--- config.mk ---
export PLATFORM = sky130hd
export DESIGN_NAME = input_event_message_deframer
export DESIGN_NICKNAME = d
export VERILOG_FILES = /design/src/rtl/iedf_pkg.sv /design/src/rtl/iedf_in_stage.sv /design/src/rtl/iedf_parser.sv /design/src/rtl/iedf_out_stage.sv /design/src/rtl/input_event_message_deframer.sv
export SDC_FILE = /design/constraint.sdc
export NUM_CORES = 1
export LEC_CHECK = 0
export BUFFER_PORTS_ARGS = -buffer_cell sky130_fd_sc_hd__buf_2
export CORE_UTILIZATION = 25
export CTS_CLUSTER_SIZE = 28
export DETAILED_ROUTE_END_ITERATION = 8
export GPL_TIMING_DRIVEN = 1
export MAX_ROUTING_LAYER = met4
export PLACE_DENSITY = 0.37
export REMOVE_ABC_BUFFERS = 1
export SLEW_MARGIN = 20
export SYNTH_ARGS = -nofsm -noshare
export SYNTH_HDL_FRONTEND = slang
export SYNTH_SLANG_ARGS = --single-unit
--- constraint.sdc ---
create_clock -name aclk -period 8.9 [get_ports aclk]
set_input_delay 0.89 -clock aclk [delete_from_list [all_inputs] [get_ports aclk]]
set_output_delay 0.89 -clock aclk [all_outputs]
set_load 0.05 [all_outputs]
--- src/rtl/iedf_pkg.sv ---
// Shared types, code tables and constants for the input event message deframer.
package iedf_pkg;

    localparam int NUM_CODES = 14;

    localparam logic [3:0] KIND_HELLO = 4'd0;
    localparam logic [3:0] KIND_BYE   = 4'd10;
    localparam logic [3:0] KIND_NONE  = 4'd15;

    localparam logic [1:0] ERR_NONE    = 2'd0;
    localparam logic [1:0] ERR_BYE     = 2'd1;
    localparam logic [1:0] ERR_OVERRUN = 2'd2;

    localparam logic [1:0] SRC_ARG0 = 2'd0;
    localparam logic [1:0] SRC_ARG1 = 2'd1;
    localparam logic [1:0] SRC_ARG2 = 2'd2;
    localparam logic [1:0] SRC_ZERO = 2'd3;

    localparam logic [3:0] BYE_INDEX = 4'd5;

    typedef enum logic [2:0] {
        PH_HEADER,
        PH_CODE,
        PH_ARGS,
        PH_SKIP,
        PH_DISCARD
    } phase_t;

    typedef struct packed {
        logic [7:0] rx_byte;
        logic       chunk_last;
    } in_item_t;

    typedef struct packed {
        logic [3:0]  event_kind;
        logic [15:0] first_value;
        logic [15:0] second_value;
        logic [1:0]  error_flag;
    } out_item_t;

    typedef struct packed {
        logic      valid;
        out_item_t item;
    } res_t;

    // Code text, padded with zero past each code's length.
    localparam logic [7:0] CODE_TEXT [NUM_CODES][8] = '{
        '{8'h53, 8'h79, 8'h6E, 8'h65, 8'h72, 8'h67, 8'h79, 8'h00},
        '{8'h51, 8'h49, 8'h4E, 8'h46, 8'h00, 8'h00, 8'h00, 8'h00},
        '{8'h43, 8'h41, 8'h4C, 8'h56, 8'h00, 8'h00, 8'h00, 8'h00},
        '{8'h43, 8'h49, 8'h4E, 8'h4E, 8'h00, 8'h00, 8'h00, 8'h00},
        '{8'h43, 8'h4F, 8'h55, 8'h54, 8'h00, 8'h00, 8'h00, 8'h00},
        '{8'h43, 8'h42, 8'h59, 8'h45, 8'h00, 8'h00, 8'h00, 8'h00},
        '{8'h44, 8'h4D, 8'h4D, 8'h56, 8'h00, 8'h00, 8'h00, 8'h00},
        '{8'h44, 8'h4D, 8'h52, 8'h4D, 8'h00, 8'h00, 8'h00, 8'h00},
        '{8'h44, 8'h4D, 8'h44, 8'h4E, 8'h00, 8'h00, 8'h00, 8'h00},
        '{8'h44, 8'h4D, 8'h55, 8'h50, 8'h00, 8'h00, 8'h00, 8'h00},
        '{8'h44, 8'h4B, 8'h44, 8'h4E, 8'h00, 8'h00, 8'h00, 8'h00},
        '{8'h44, 8'h4B, 8'h55, 8'h50, 8'h00, 8'h00, 8'h00, 8'h00},
        '{8'h44, 8'h4B, 8'h52, 8'h50, 8'h00, 8'h00, 8'h00, 8'h00},
        '{8'h44, 8'h43, 8'h4C, 8'h50, 8'h00, 8'h00, 8'h00, 8'h00}
    };

    localparam logic [2:0] CODE_LEN [NUM_CODES] = '{
        3'd7, 3'd4, 3'd4, 3'd4, 3'd4, 3'd4, 3'd4,
        3'd4, 3'd4, 3'd4, 3'd4, 3'd4, 3'd4, 3'd4
    };

    localparam logic [3:0] CODE_KIND [NUM_CODES] = '{
        4'd0, 4'd1, 4'd2, 4'd3, KIND_NONE, KIND_BYE, 4'd3,
        4'd4, 4'd5, 4'd6, 4'd7, 4'd8, 4'd9, KIND_NONE
    };

    localparam logic [2:0] CODE_NARGS [NUM_CODES] = '{
        3'd2, 3'd0, 3'd0, 3'd4, 3'd0, 3'd0, 3'd2,
        3'd2, 3'd1, 3'd1, 3'd3, 3'd3, 3'd4, 3'd0
    };

    localparam logic [2:0] CODE_ARGW [NUM_CODES][4] = '{
        '{3'd2, 3'd2, 3'd0, 3'd0}, '{3'd0, 3'd0, 3'd0, 3'd0},
        '{3'd0, 3'd0, 3'd0, 3'd0}, '{3'd2, 3'd2, 3'd4, 3'd2},
        '{3'd0, 3'd0, 3'd0, 3'd0}, '{3'd0, 3'd0, 3'd0, 3'd0},
        '{3'd2, 3'd2, 3'd0, 3'd0}, '{3'd2, 3'd2, 3'd0, 3'd0},
        '{3'd1, 3'd0, 3'd0, 3'd0}, '{3'd1, 3'd0, 3'd0, 3'd0},
        '{3'd2, 3'd2, 3'd2, 3'd0}, '{3'd2, 3'd2, 3'd2, 3'd0},
        '{3'd2, 3'd2, 3'd2, 3'd2}, '{3'd0, 3'd0, 3'd0, 3'd0}
    };

    localparam logic [1:0] CODE_FIRST [NUM_CODES] = '{
        SRC_ZERO, SRC_ZERO, SRC_ZERO, SRC_ARG0, SRC_ZERO, SRC_ZERO, SRC_ARG0,
        SRC_ARG0, SRC_ARG0, SRC_ARG0, SRC_ARG2, SRC_ARG2, SRC_ARG2, SRC_ZERO
    };

    localparam logic [1:0] CODE_SECOND [NUM_CODES] = '{
        SRC_ZERO, SRC_ZERO, SRC_ZERO, SRC_ARG1, SRC_ZERO, SRC_ZERO, SRC_ARG1,
        SRC_ARG1, SRC_ZERO, SRC_ZERO, SRC_ARG1, SRC_ARG1, SRC_ARG1, SRC_ZERO
    };

endpackage

--- src/rtl/iedf_in_stage.sv ---
// Input register: holds one received item for the parser.
module iedf_in_stage (
    input  logic              aclk,
    input  logic              aresetn,
    input  logic              s_valid,
    output logic              s_ready,
    input  iedf_pkg::in_item_t s_item,
    input  logic              step,
    output logic              item_valid,
    output iedf_pkg::in_item_t item
);
    import iedf_pkg::*;

    logic     valid_reg;
    in_item_t item_reg;

    // Refill when empty or when the held item is consumed this cycle.
    assign s_ready    = !valid_reg || step;
    assign item_valid = valid_reg;
    assign item       = item_reg;

    always_ff @(posedge aclk) begin
        if (!aresetn) begin
            valid_reg <= 1'b0;
        end else if (s_ready) begin
            valid_reg <= s_valid;
        end
    end

    always_ff @(posedge aclk) begin
        if (s_valid && s_ready) begin
            item_reg <= s_item;
        end
    end

endmodule

--- src/rtl/iedf_parser.sv ---
// Message parser: header, code match and argument collection, one byte per step.
module iedf_parser (
    input  logic               aclk,
    input  logic               aresetn,
    input  logic               step,
    input  iedf_pkg::in_item_t in_item,
    output iedf_pkg::res_t     res
);
    import iedf_pkg::*;

    phase_t               phase_reg, phase_next;
    logic [2:0]           pos_reg, pos_next;
    logic [31:0]          left_reg, left_next;
    logic [23:0]          len_reg, len_next;
    logic [NUM_CODES-1:0] cand_reg, cand_next;
    logic                 mvld_reg, mvld_next;
    logic [3:0]           code_reg, code_next;
    logic [2:0]           aidx_reg, aidx_next;
    logic [7:0]           alast_reg, alast_next;
    logic [15:0]          saved_reg [3];
    logic [15:0]          saved_next [3];

    logic [7:0]           b;
    logic                 last;
    logic [31:0]          hdr_len;
    logic                 hdr_done;
    logic [2:0]           pos_inc;
    logic [NUM_CODES-1:0] keep;
    logic [NUM_CODES-1:0] hit;
    logic                 match_any;
    logic [3:0]           match_idx;
    logic [1:0]           a;
    logic                 arg_done;
    logic [2:0]           aidx_inc;
    logic                 args_full;
    logic                 in_body;
    logic                 body_end;
    logic                 emit;
    logic                 bye;
    logic                 overrun;
    logic                 restart;

    function automatic logic [15:0] pick(input logic [1:0] src, input logic [15:0] s0,
                                         input logic [15:0] s1, input logic [15:0] s2);
        logic [15:0] v;
        unique case (src)
            SRC_ARG0: v = s0;
            SRC_ARG1: v = s1;
            SRC_ARG2: v = s2;
            default:  v = 16'd0;
        endcase
        return v;
    endfunction

    always_comb begin
        b        = in_item.rx_byte;
        last     = in_item.chunk_last;
        hdr_len  = {len_reg, b};
        hdr_done = (pos_reg == 3'd3);
        pos_inc  = pos_reg + 3'd1;
        for (int i = 0; i < NUM_CODES; i++) begin
            keep[i] = cand_reg[i] && (pos_reg < CODE_LEN[i]) && (CODE_TEXT[i][pos_reg] == b);
            hit[i]  = keep[i] && (CODE_LEN[i] == pos_inc);
        end
        match_any = |hit;
        // Lowest code index wins.
        match_idx = 4'd0;
        for (int i = NUM_CODES - 1; i >= 0; i--) begin
            if (hit[i]) begin
                match_idx = 4'(i);
            end
        end
        a         = aidx_reg[1:0];
        arg_done  = (pos_inc >= CODE_ARGW[code_reg][a]);
        aidx_inc  = aidx_reg + 3'd1;
        args_full = (aidx_inc >= CODE_NARGS[code_reg]);
        in_body   = (phase_reg == PH_CODE) || (phase_reg == PH_ARGS) || (phase_reg == PH_SKIP);
        body_end  = in_body && (left_reg == 32'd1);
    end

    // Datapath and result.
    always_comb begin
        pos_next   = pos_reg;
        left_next  = left_reg;
        len_next   = len_reg;
        cand_next  = cand_reg;
        mvld_next  = mvld_reg;
        code_next  = code_reg;
        aidx_next  = aidx_reg;
        alast_next = alast_reg;
        for (int k = 0; k < 3; k++) begin
            saved_next[k] = saved_reg[k];
        end

        unique case (phase_reg)
            PH_HEADER: begin
                len_next = hdr_len[23:0];
                pos_next = pos_inc;
                if (hdr_done) begin
                    left_next  = hdr_len;
                    len_next   = 24'd0;
                    pos_next   = 3'd0;
                    mvld_next  = 1'b0;
                    aidx_next  = 3'd0;
                    alast_next = 8'd0;
                    cand_next  = '1;
                end
            end
            PH_CODE: begin
                left_next = left_reg - 32'd1;
                cand_next = keep;
                pos_next  = pos_inc;
                if (match_any) begin
                    mvld_next = 1'b1;
                    code_next = match_idx;
                    cand_next = '0;
                    pos_next  = 3'd0;
                end
            end
            PH_ARGS: begin
                left_next  = left_reg - 32'd1;
                alast_next = b;
                pos_next   = pos_inc;
                if (arg_done) begin
                    case (a)
                        2'd0:    saved_next[0] = {alast_reg, b};
                        2'd1:    saved_next[1] = {alast_reg, b};
                        2'd2:    saved_next[2] = {alast_reg, b};
                        default: ;
                    endcase
                    aidx_next  = aidx_inc;
                    pos_next   = 3'd0;
                    alast_next = 8'd0;
                end
            end
            PH_SKIP: begin
                left_next = left_reg - 32'd1;
            end
            PH_DISCARD: ;
            default: ;
        endcase

        emit = body_end && mvld_next && (aidx_next >= CODE_NARGS[code_next]) &&
               (CODE_KIND[code_next] != KIND_NONE);
        bye  = emit && (code_next == BYE_INDEX);
        overrun = last && (((phase_reg == PH_HEADER) && !(hdr_done && (hdr_len == 32'd0))) ||
                           (in_body && !body_end));

        res.valid = emit || overrun;
        if (overrun) begin
            res.item = '{event_kind: KIND_HELLO, first_value: 16'd0, second_value: 16'd0,
                         error_flag: ERR_OVERRUN};
        end else begin
            res.item.event_kind   = CODE_KIND[code_next];
            res.item.first_value  = pick(CODE_FIRST[code_next], saved_next[0],
                                         saved_next[1], saved_next[2]);
            res.item.second_value = pick(CODE_SECOND[code_next], saved_next[0],
                                         saved_next[1], saved_next[2]);
            res.item.error_flag   = bye ? ERR_BYE : ERR_NONE;
        end

        // Drop message state at a body end or chunk end.
        restart = body_end || last;
        if (restart) begin
            pos_next   = 3'd0;
            left_next  = 32'd0;
            len_next   = 24'd0;
            cand_next  = '0;
            mvld_next  = 1'b0;
            code_next  = 4'd0;
            aidx_next  = 3'd0;
            alast_next = 8'd0;
        end
    end

    // Next phase.
    always_comb begin
        phase_next = phase_reg;
        unique case (phase_reg)
            PH_HEADER: begin
                if (hdr_done) begin
                    phase_next = (hdr_len == 32'd0) ? PH_HEADER : PH_CODE;
                end
            end
            PH_CODE: begin
                if (match_any) begin
                    phase_next = (CODE_NARGS[match_idx] != 3'd0) ? PH_ARGS : PH_SKIP;
                end else if (keep == '0) begin
                    phase_next = PH_SKIP;
                end
            end
            PH_ARGS: begin
                if (arg_done && args_full) begin
                    phase_next = PH_SKIP;
                end
            end
            PH_SKIP, PH_DISCARD: ;
            default: phase_next = PH_HEADER;
        endcase
        if (body_end) begin
            phase_next = (bye && !last) ? PH_DISCARD : PH_HEADER;
        end
        if (last) begin
            phase_next = PH_HEADER;
        end
    end

    always_ff @(posedge aclk) begin
        if (!aresetn) begin
            phase_reg <= PH_HEADER;
            pos_reg   <= 3'd0;
            left_reg  <= 32'd0;
            len_reg   <= 24'd0;
            cand_reg  <= '0;
            mvld_reg  <= 1'b0;
            code_reg  <= 4'd0;
            aidx_reg  <= 3'd0;
            alast_reg <= 8'd0;
        end else if (step) begin
            phase_reg <= phase_next;
            pos_reg   <= pos_next;
            left_reg  <= left_next;
            len_reg   <= len_next;
            cand_reg  <= cand_next;
            mvld_reg  <= mvld_next;
            code_reg  <= code_next;
            aidx_reg  <= aidx_next;
            alast_reg <= alast_next;
        end
    end

    always_ff @(posedge aclk) begin
        if (step) begin
            for (int k = 0; k < 3; k++) begin
                saved_reg[k] <= saved_next[k];
            end
        end
    end

endmodule

--- src/rtl/iedf_out_stage.sv ---
// Result register: holds one decoded item until the sink takes it.
module iedf_out_stage (
    input  logic                aclk,
    input  logic                aresetn,
    input  logic                step,
    input  iedf_pkg::res_t      res,
    output logic                out_free,
    output logic                m_valid,
    input  logic                m_ready,
    output iedf_pkg::out_item_t m_item
);
    import iedf_pkg::*;

    logic      valid_reg;
    out_item_t item_reg;

    assign out_free = !valid_reg || m_ready;
    assign m_valid  = valid_reg;
    assign m_item   = item_reg;

    always_ff @(posedge aclk) begin
        if (!aresetn) begin
            valid_reg <= 1'b0;
        end else if (step) begin
            valid_reg <= res.valid;
        end else if (m_ready) begin
            valid_reg <= 1'b0;
        end
    end

    always_ff @(posedge aclk) begin
        if (step && res.valid) begin
            item_reg <= res.item;
        end
    end

endmodule

--- src/rtl/input_event_message_deframer.sv ---
// Top level of the input event message deframer.
// Path: a byte held in the input register is parsed once the result register is free;
// its result, if any, is written to the result register and offered to the sink.
// Throughput: one byte per cycle unless a result held in the result register is stalled.
// Reset: synchronous active-low aresetn empties both registers and returns the parser
// to waiting for a length header.
module input_event_message_deframer (
    input  logic                aclk,
    input  logic                aresetn,
    input  logic                s_valid,
    output logic                s_ready,
    input  iedf_pkg::in_item_t  s_item,
    output logic                m_valid,
    input  logic                m_ready,
    output iedf_pkg::out_item_t m_item
);
    import iedf_pkg::*;

    logic     item_valid;
    in_item_t item;
    logic     out_free;
    logic     step;
    res_t     res;

    assign step = item_valid && out_free;

    iedf_in_stage u_in (
        .aclk       (aclk),
        .aresetn    (aresetn),
        .s_valid    (s_valid),
        .s_ready    (s_ready),
        .s_item     (s_item),
        .step       (step),
        .item_valid (item_valid),
        .item       (item)
    );

    iedf_parser u_parser (
        .aclk    (aclk),
        .aresetn (aresetn),
        .step    (step),
        .in_item (item),
        .res     (res)
    );

    iedf_out_stage u_out (
        .aclk     (aclk),
        .aresetn  (aresetn),
        .step     (step),
        .res      (res),
        .out_free (out_free),
        .m_valid  (m_valid),
        .m_ready  (m_ready),
        .m_item   (m_item)
    );

endmodule

==> flow_summary_export.csv, run 1 <==
group,metric,value,unit
sta,setup_tns,0,ns
sta,worst_pin_slew,0.9970,ns
routing,avgRoutedWirePerCell,20.25,um
cts,ctsHoldBuffers,0,
outcome,status,"finished clean",
power,finalPower,1.947,mW
synth,synth_warnings,0,
cells_and_area,n_fill_cell,4718,
synth,synth_cell_types,93,
global_routing,grtUsageTotal,17.38,%
routing,vias,9054,
cts,cts.htree.levels,4,
global_routing,grt_pass1_vias,8856,
sta,setup_viol,0,
global_routing,grt_max_degree,73,
cts,cts_buffers,17,
cells_and_area,drive_gt1_share,15.60,%
synth,synth_edf_count,95,
cts,clock_path_buffers,2,
global_routing,grt_antenna_before_repair,1,
sta,rsz0062_at_grt,"no",
sta,setup_slack,2.111,ns
die,die_h,213.6,um
cells_and_area,insertedDiodeCount,0,
flow_run,maxCapViolations,0,
sta,finalCritPeriodShare,76.28,%
synth,ys.flop_type,"edfxtp_1",
routing,vias_per_cell,4.950,
die,die_area,45610,sq um
cts,cts-resized-gates,0,
place,place_inst,1797,
cells_and_area,utilization,28.67,%
cells_and_area,final_common_cell,"nand2_1",
cts,tritoncts,"yes",
critical_path,crit_arrival,6.91,ns
place,dp_slack,2.204,ns
synth,synth.top_cell.area_share,25.49,%
worst_hold_path,hold_class,"reg -> reg",
die,fp-row-count,77,
sta,drv_slew,0,
sta,finalClockSkew,0.01246,ns
routing,ant_nets,0,
routing,dr.pass1.iters,4,
die,initial_core_util,25.31,%
cts,root_buffer,"clkbuf_16",
place,place_congestion,0.8305,
sta,hold_viol_final,0,
routing,drt_iter0_drc,639,
global_routing,grt_overflow,0,
power,p_per_area,153.6,nW/um^2
synth,ys_seq_area_share,42.31,%
cells_and_area,final_cells,1829,
cts,cts_sinks,189,
die,io_pins,53,
place,port_buffers,52,
synth,netlist_area,11190,sq um
critical_path,end_kind,"flop",
die,core_region_area,44220,sq um
cells_and_area,final_cell_mix,"154 x nand2_1, 95 x edfxtp_1, 94 x dfxtp_1, 67 x o21ai_0, 63 x nor2_1",
cells_and_area,nNetsFinal,1271,
sta,period_minus_slack,6.789,ns
cells_and_area,syn_to_final_growth,13.29,%
routing,drt_wl_total,37.03,mm
routing,drcViolationCount,0,
critical_path,path_class,"reg -> reg",
die,die_w,213.6,um
synth,ys_ff_latch,189,
power,peakVddDrop,0.1197,mV
synth,synth.avg_cell_area,9.279,sq um
sta,relSlewSlack,33.02,%
critical_path,worst-path-max-fanout,38,
place,hpwl,24.90,mm
sta,maxClockFrequency,147.3,MHz
place,postPlaceCellArea,12060,sq um
cts,clkLatencyLatePin,0.49,ns
cts,post_cts_buffers,0,
cells_and_area,largest_reg_flops,48,
synth,async_flop_share,0,%
critical_path,required,9.02,ns
synth,yosysTopAreaCell,"edfxtp_1",
synth,synthTopCellsByArea,"edfxtp_1 25%, dfxtp_1 17%, nand2_1 5.2%",
cts,clk_transition_reported_paths,0.07,ns
cells_and_area,final_area,12680,sq um
global_routing,grt_first_pass_wirelength,56.50,mm
critical_path,start_kind,"flop",
sta,worst_hold_slack,0.4619,ns
synth,synthCells,1206,
power,power_leakage,4.252,nW
worst paths after layout:
path / start / endpoint / slack, ns / depth (start not counted)
hold reg to reg: u_parser.cand_reg[13] / u_parser.cand_reg[13] / 0.46 / 2
setup / recovery: u_parser.pos_reg[0] / u_out.m_item[3] / 2.11 / 21
setup reg to reg: u_parser.pos_reg[0] / u_out.m_item[3] / 2.11 / 21
hold / removal: u_parser.cand_reg[13] / u_parser.cand_reg[13] / 0.46 / 2
cell usage after synthesis, drive strengths merged (7+ instances only):
cell type and instances:
dfxtp 94, edfxtp 95, mux2 42, inv 22
a22oi 31, and2 17, xnor2 22, nor4 18
nand2 154, or3 26, nand3 58, o21a 9
a21o 8, o21ai 76, clkbuf 54, nand2b 10
nand4 7, and3 11, a31oi 12, xor2 19
a21boi 66, buf 24, nor2 64, ha 34
o31ai 8, a21oi 40, nor3b 7, nor2b 59
nor3 28, or3b 17
worst max-delay path, cell delays in order (launching register included):
cell      delay (ns)
dfxtp_1         0.71
ha_1            0.28
ha_1            0.53
inv_1           0.32
ha_1            0.38
nand4_1         0.09
or4_1           0.56
o21a_1          0.22
o31ai_1         0.35
a21oi_1         0.13
o211ai_1        0.46
nand2_1         0.30
inv_1           0.14
ha_1            0.18
a21boi_0        0.10
ha_1            0.29
a21o_1          0.10
a21oi_1         0.06
nor4_1          0.39
nand2_1         0.17
o21ai_4         0.16
buf_4           0.45
power breakdown:
part	total (mW)	switching (mW)	leakage [nW]	internal (mW)
Clock	0.815	0.376	0.302	0.439
Combinational	0.194	0.135	2.37	0.0593
Sequential	0.938	0.0123	1.58	0.926
Total	1.95	0.523	4.25	1.42
metal layers:
| metal | vias to the layer above | GRT usage (%) | routed length [um] |
|---|---|---|---|
| met5 | - | - | 0 |
| met4 | 0 | 4.631 | 462 |
| met3 | 28 | 3.793 | 1341 |
| met2 | 168 | 26.42 | 16870 |
| met1 | 4440 | 23.20 | 18360 |
| li1 | 4418 | - | - |
layout make-up:
| cell class | count | area [sq um] | area share (%) |
|---|---|---|---|
| Multi-Input combinational cell | 916 | 6061 | 47.80 |
| Sequential cell | 189 | 4735 | 37.34 |
| Tap cell | 592 | 740.7 | 5.842 |
| Clock buffer | 23 | 510.5 | 4.026 |
| Timing Repair Buffer | 77 | 447.9 | 3.533 |
| Clock inverter | 9 | 97.59 | 0.7698 |
| Inverter | 23 | 86.33 | 0.6809 |
cells by family (layout without fill, tap and decap cells):
logic type / after synthesis / in the layout / share of synthesized area [%]
simple gates: 502 / 502 / 23.96
compound gates: 294 / 294 / 18.33
flops: 189 / 189 / 42.31
buf+inv: 101 / 132 / 3.902
mux: 45 / 45 / 4.495
xor+xnor: 41 / 41 / 3.209
fa+ha+maj: 34 / 34 / 3.801
No activity file was read; power rests on OpenSTA's default activity.
==> inputs of run 2 (changes only) <==
==> constraint.sdc (replaced) <==
create_clock -name aclk -period 6.35 [get_ports aclk]
set_input_delay 0.635 -clock aclk [delete_from_list [all_inputs] [get_ports aclk]]
set_output_delay 0.635 -clock aclk [all_outputs]
set_load 0.05 [all_outputs]
==> run 2 against run 1 <==
- register-to-register slack worse by 1.6 ns
- setup slack got worse by 1.6 ns
- highest routed layer unchanged
- routed wire length shrank 0.11%
- critical path depth decreased by 3
- utilization is 0.18 points higher
- final area rose by 0.63%
- maximum frequency rose by 17%
- clock skew increased by 0.0027 ns
==> flow_summary_export.csv, run 2 (synthesized netlist as in run 1, its figures left out) <==
group,metric,value,unit
power,p_per_area,211.9,nW/um^2
critical_path,crit_family,"compound AO/OA/AOI/OAI gates",
cts,cts_buffers,17,
cells_and_area,final_common_cell,"nand2_1",
critical_path,worst-path-max-fanout,38,
routing,vias,9198,
routing,drt_wl_total,36.99,mm
cells_and_area,utilization,28.85,%
power,peakVddDrop,0.1916,mV
power,clock_power_share,41.1,%
place,port_buffers,52,
die,core_region_area,44220,sq um
cts,clock_path_buffers,2,
routing,dr.pass1.iters,5,
outcome,status,"finished clean",
die,die_h,213.6,um
critical_path,cpMostUsedCell,"ha_1",
cts,root_buffer,"clkbuf_16",
sta,rsz0062_at_grt,"no",
critical_path,r2r_slack,0.53,ns
worst_hold_path,hold_class,"in -> reg",
global_routing,grt_antenna_before_repair,1,
power,finalPower,2.703,mW
die,fp-row-count,77,
place,postPlaceCellArea,12150,sq um
cts,cts.htree.levels,4,
critical_path,critPathBufInv,2,
sta,period_minus_slack,5.816,ns
power,power_leakage,4.305,nW
cells_and_area,largest_reg_flops,48,
routing,avgRoutedWirePerCell,20.09,um
critical_path,path_depth,18,
worst_hold_path,hold_end,"u_in.item[3]",
sta,finalCritPeriodShare,91.60,%
power,pwr-share-comb,9.9,%
flow_run,maxCapViolations,0,
critical_path,path_class,"reg -> reg",
place,dp_slack,0.4206,ns
cts,post_cts_buffers,0,
sta,relSlewSlack,28.42,%
critical_path,crit_arrival,5.99,ns
sta,drv_slew,0,
cts,clkLatencyLatePin,0.49,ns
routing,wl_met2,16.38,mm
routing,vias_per_cell,4.996,
critical_path,crit_slowest_cell,"dfxtp_1",
die,initial_core_util,25.31,%
critical_path,path_cells,"inv_1 -> ha_1 -> nor2b_1 -> a31oi_1 -> or4_1 -> o21a_1 -> o31ai_1 -> a21oi_1 -> o211ai_1 -> nand2_1 -> ha_1 -> a32oi_1 -> ha_1 -> a21oi_1 -> nor4_1 -> nand2_1 -> o21ai_4 -> buf_12",
critical_path,required,6.53,ns
routing,ant_nets,0,
critical_path,r2r-start,"u_parser.pos_reg[0]",
routing,drt_iter0_drc,845,
power,seqPwrFrac,49.0,%
power,power_switching,0.7587,mW
routing,drcViolationCount,0,
critical_path,start_kind,"flop",
sta,setup_viol,0,
cts,cts_sinks,189,
power,switching_share,28.07,%
global_routing,grt_first_pass_wirelength,57.30,mm
critical_path,slowest_delay,0.55,ns
critical_path,end_kind,"flop",
cells_and_area,syn_to_final_growth,14.01,%
cells_and_area,final_cell_mix,"154 x nand2_1, 95 x edfxtp_1, 93 x dfxtp_1, 67 x o21ai_0, 64 x nor2_1",
sta,hold_viol_final,0,
routing,drt-met1-wl,18.37,mm
critical_path,reg2reg_depth,18,
global_routing,grt_max_degree,67,
sta,setup_tns,0,ns
die,die_area,45610,sq um
sta,maxClockFrequency,171.9,MHz
routing,highest_layer,"met4",
cells_and_area,nNetsFinal,1282,
cells_and_area,n_fill_cell,4684,
cells_and_area,final_area,12760,sq um
cts,tritoncts,"yes",
place,hpwl,25.80,mm
global_routing,grt_overflow,0,
global_routing,grtUsageTotal,17.52,%
place,place_congestion,0.8436,
cells_and_area,drive_gt1_share,16.43,%
sta,finalClockSkew,0.01517,ns
sta,setup_slack,0.5336,ns
worst_hold_path,hold_start,"s_item[3]",
power,cellInternalPower,1.944,mW
global_routing,grt_pass1_vias,9077,
sta,worst_pin_slew,1.069,ns
worst_hold_path,hold_depth,1,
die,die_w,213.6,um
critical_path,rr_endpoint,"u_out.m_item[13]",
die,io_pins,53,
routing,dr_wl_met3,1.472,mm
cts,clk_transition_reported_paths,0.08,ns
[run 2: cell types whose count changed in the layout (fill, tap and decap cells not counted), moves of 2 or more]
cell	before	now
inv_4	0	3
buf_4	25	35
clkbuf_1	2	0
clkinv_2	2	0
clkinv_8	0	2
[run 2: cell type report]
| type | instances | area (sq um) | share of cell area [%] |
|---|---|---|---|
| flip-flops and latches | 189 | 4736 | 37.12 |
| well taps | 592 | 740.7 | 5.806 |
| diodes | 1 | 2.502 | 0.01961 |
| inverters | 23 | 86.33 | 0.6767 |
| clock buffers | 20 | 478.0 | 3.746 |
| multi-input cells | 916 | 6055 | 47.46 |
| repair buffers | 88 | 543.0 | 4.256 |
| clock inverters | 12 | 117.6 | 0.9218 |
[run 2: stage by stage]
step	cells	hold WS, ns
2_1_floorplan	1128	0.4310
3_3_place_gp	1808	0.4511
3_5_place_dp	1808	0.4520
4_1_cts	1840	0.2766
5_1_grt	1840	0.2905
6_report	1841	0.3174
[run 2: what timing repair did]
| action | in CTS | in global routing |
|---|---|---|
| hold buffers | 0 | 0 |
| endpoints found under the setup margin | 0 | 38 |
| gates resized for setup | 0 | 1 |
| endpoints found under the hold margin | 0 | 0 |
[run 2: power by group through the flow]
stage / Clock (mW) / Sequential (mW) / Combinational [mW]
detailed placement: 0 / 1.35 / 0.267
CTS: 1.16 / 1.32 / 0.268
finish: 1.11 / 1.32 / 0.267
floorplan: 0 / 1.36 / 0.149
global route: 1.20 / 1.33 / 0.295
global placement: 0 / 1.35 / 0.270
[run 2: how the worst max path moves through the flow]
stage | slack [ns] | start | endpoint
4_1_cts | 0.41 | u_parser.pos_reg[1] | u_out.m_item[9]
3_5_place_dp | 0.42 | u_parser.pos_reg[1] | u_out.m_item[7]
2_1_floorplan | -0.43 | u_parser.pos_reg[2] | u_out.m_item[0]
3_3_place_gp | 0.70 | u_parser.pos_reg[1] | u_out.m_item[7]
5_1_grt | 0.07 | u_parser.pos_reg[0] | u_out.m_item[13]
6_report | 0.53 | u_parser.pos_reg[0] | u_out.m_item[13]
[run 2: worst register-to-register path, cell delays in order, from the launching register on]
cell and delay, ns:
dfxtp_1 0.55, inv_1 0.20, ha_1 0.55, nor2b_1 0.31
a31oi_1 0.11, or4_1 0.49, o21a_1 0.22, o31ai_1 0.31
a21oi_1 0.11, o211ai_1 0.44, nand2_1 0.29, ha_1 0.32
a32oi_1 0.31, ha_1 0.22, a21oi_1 0.04, nor4_1 0.42
nand2_1 0.18, o21ai_4 0.17, buf_12 0.24
[run 2: layer usage]
layer | track usage (%) | up-vias
li1 | - | 4446
met1 | 23.74 | 4481
met2 | 26.01 | 226
met3 | 3.486 | 45
met4 | 5.665 | 0
met5 | - | -
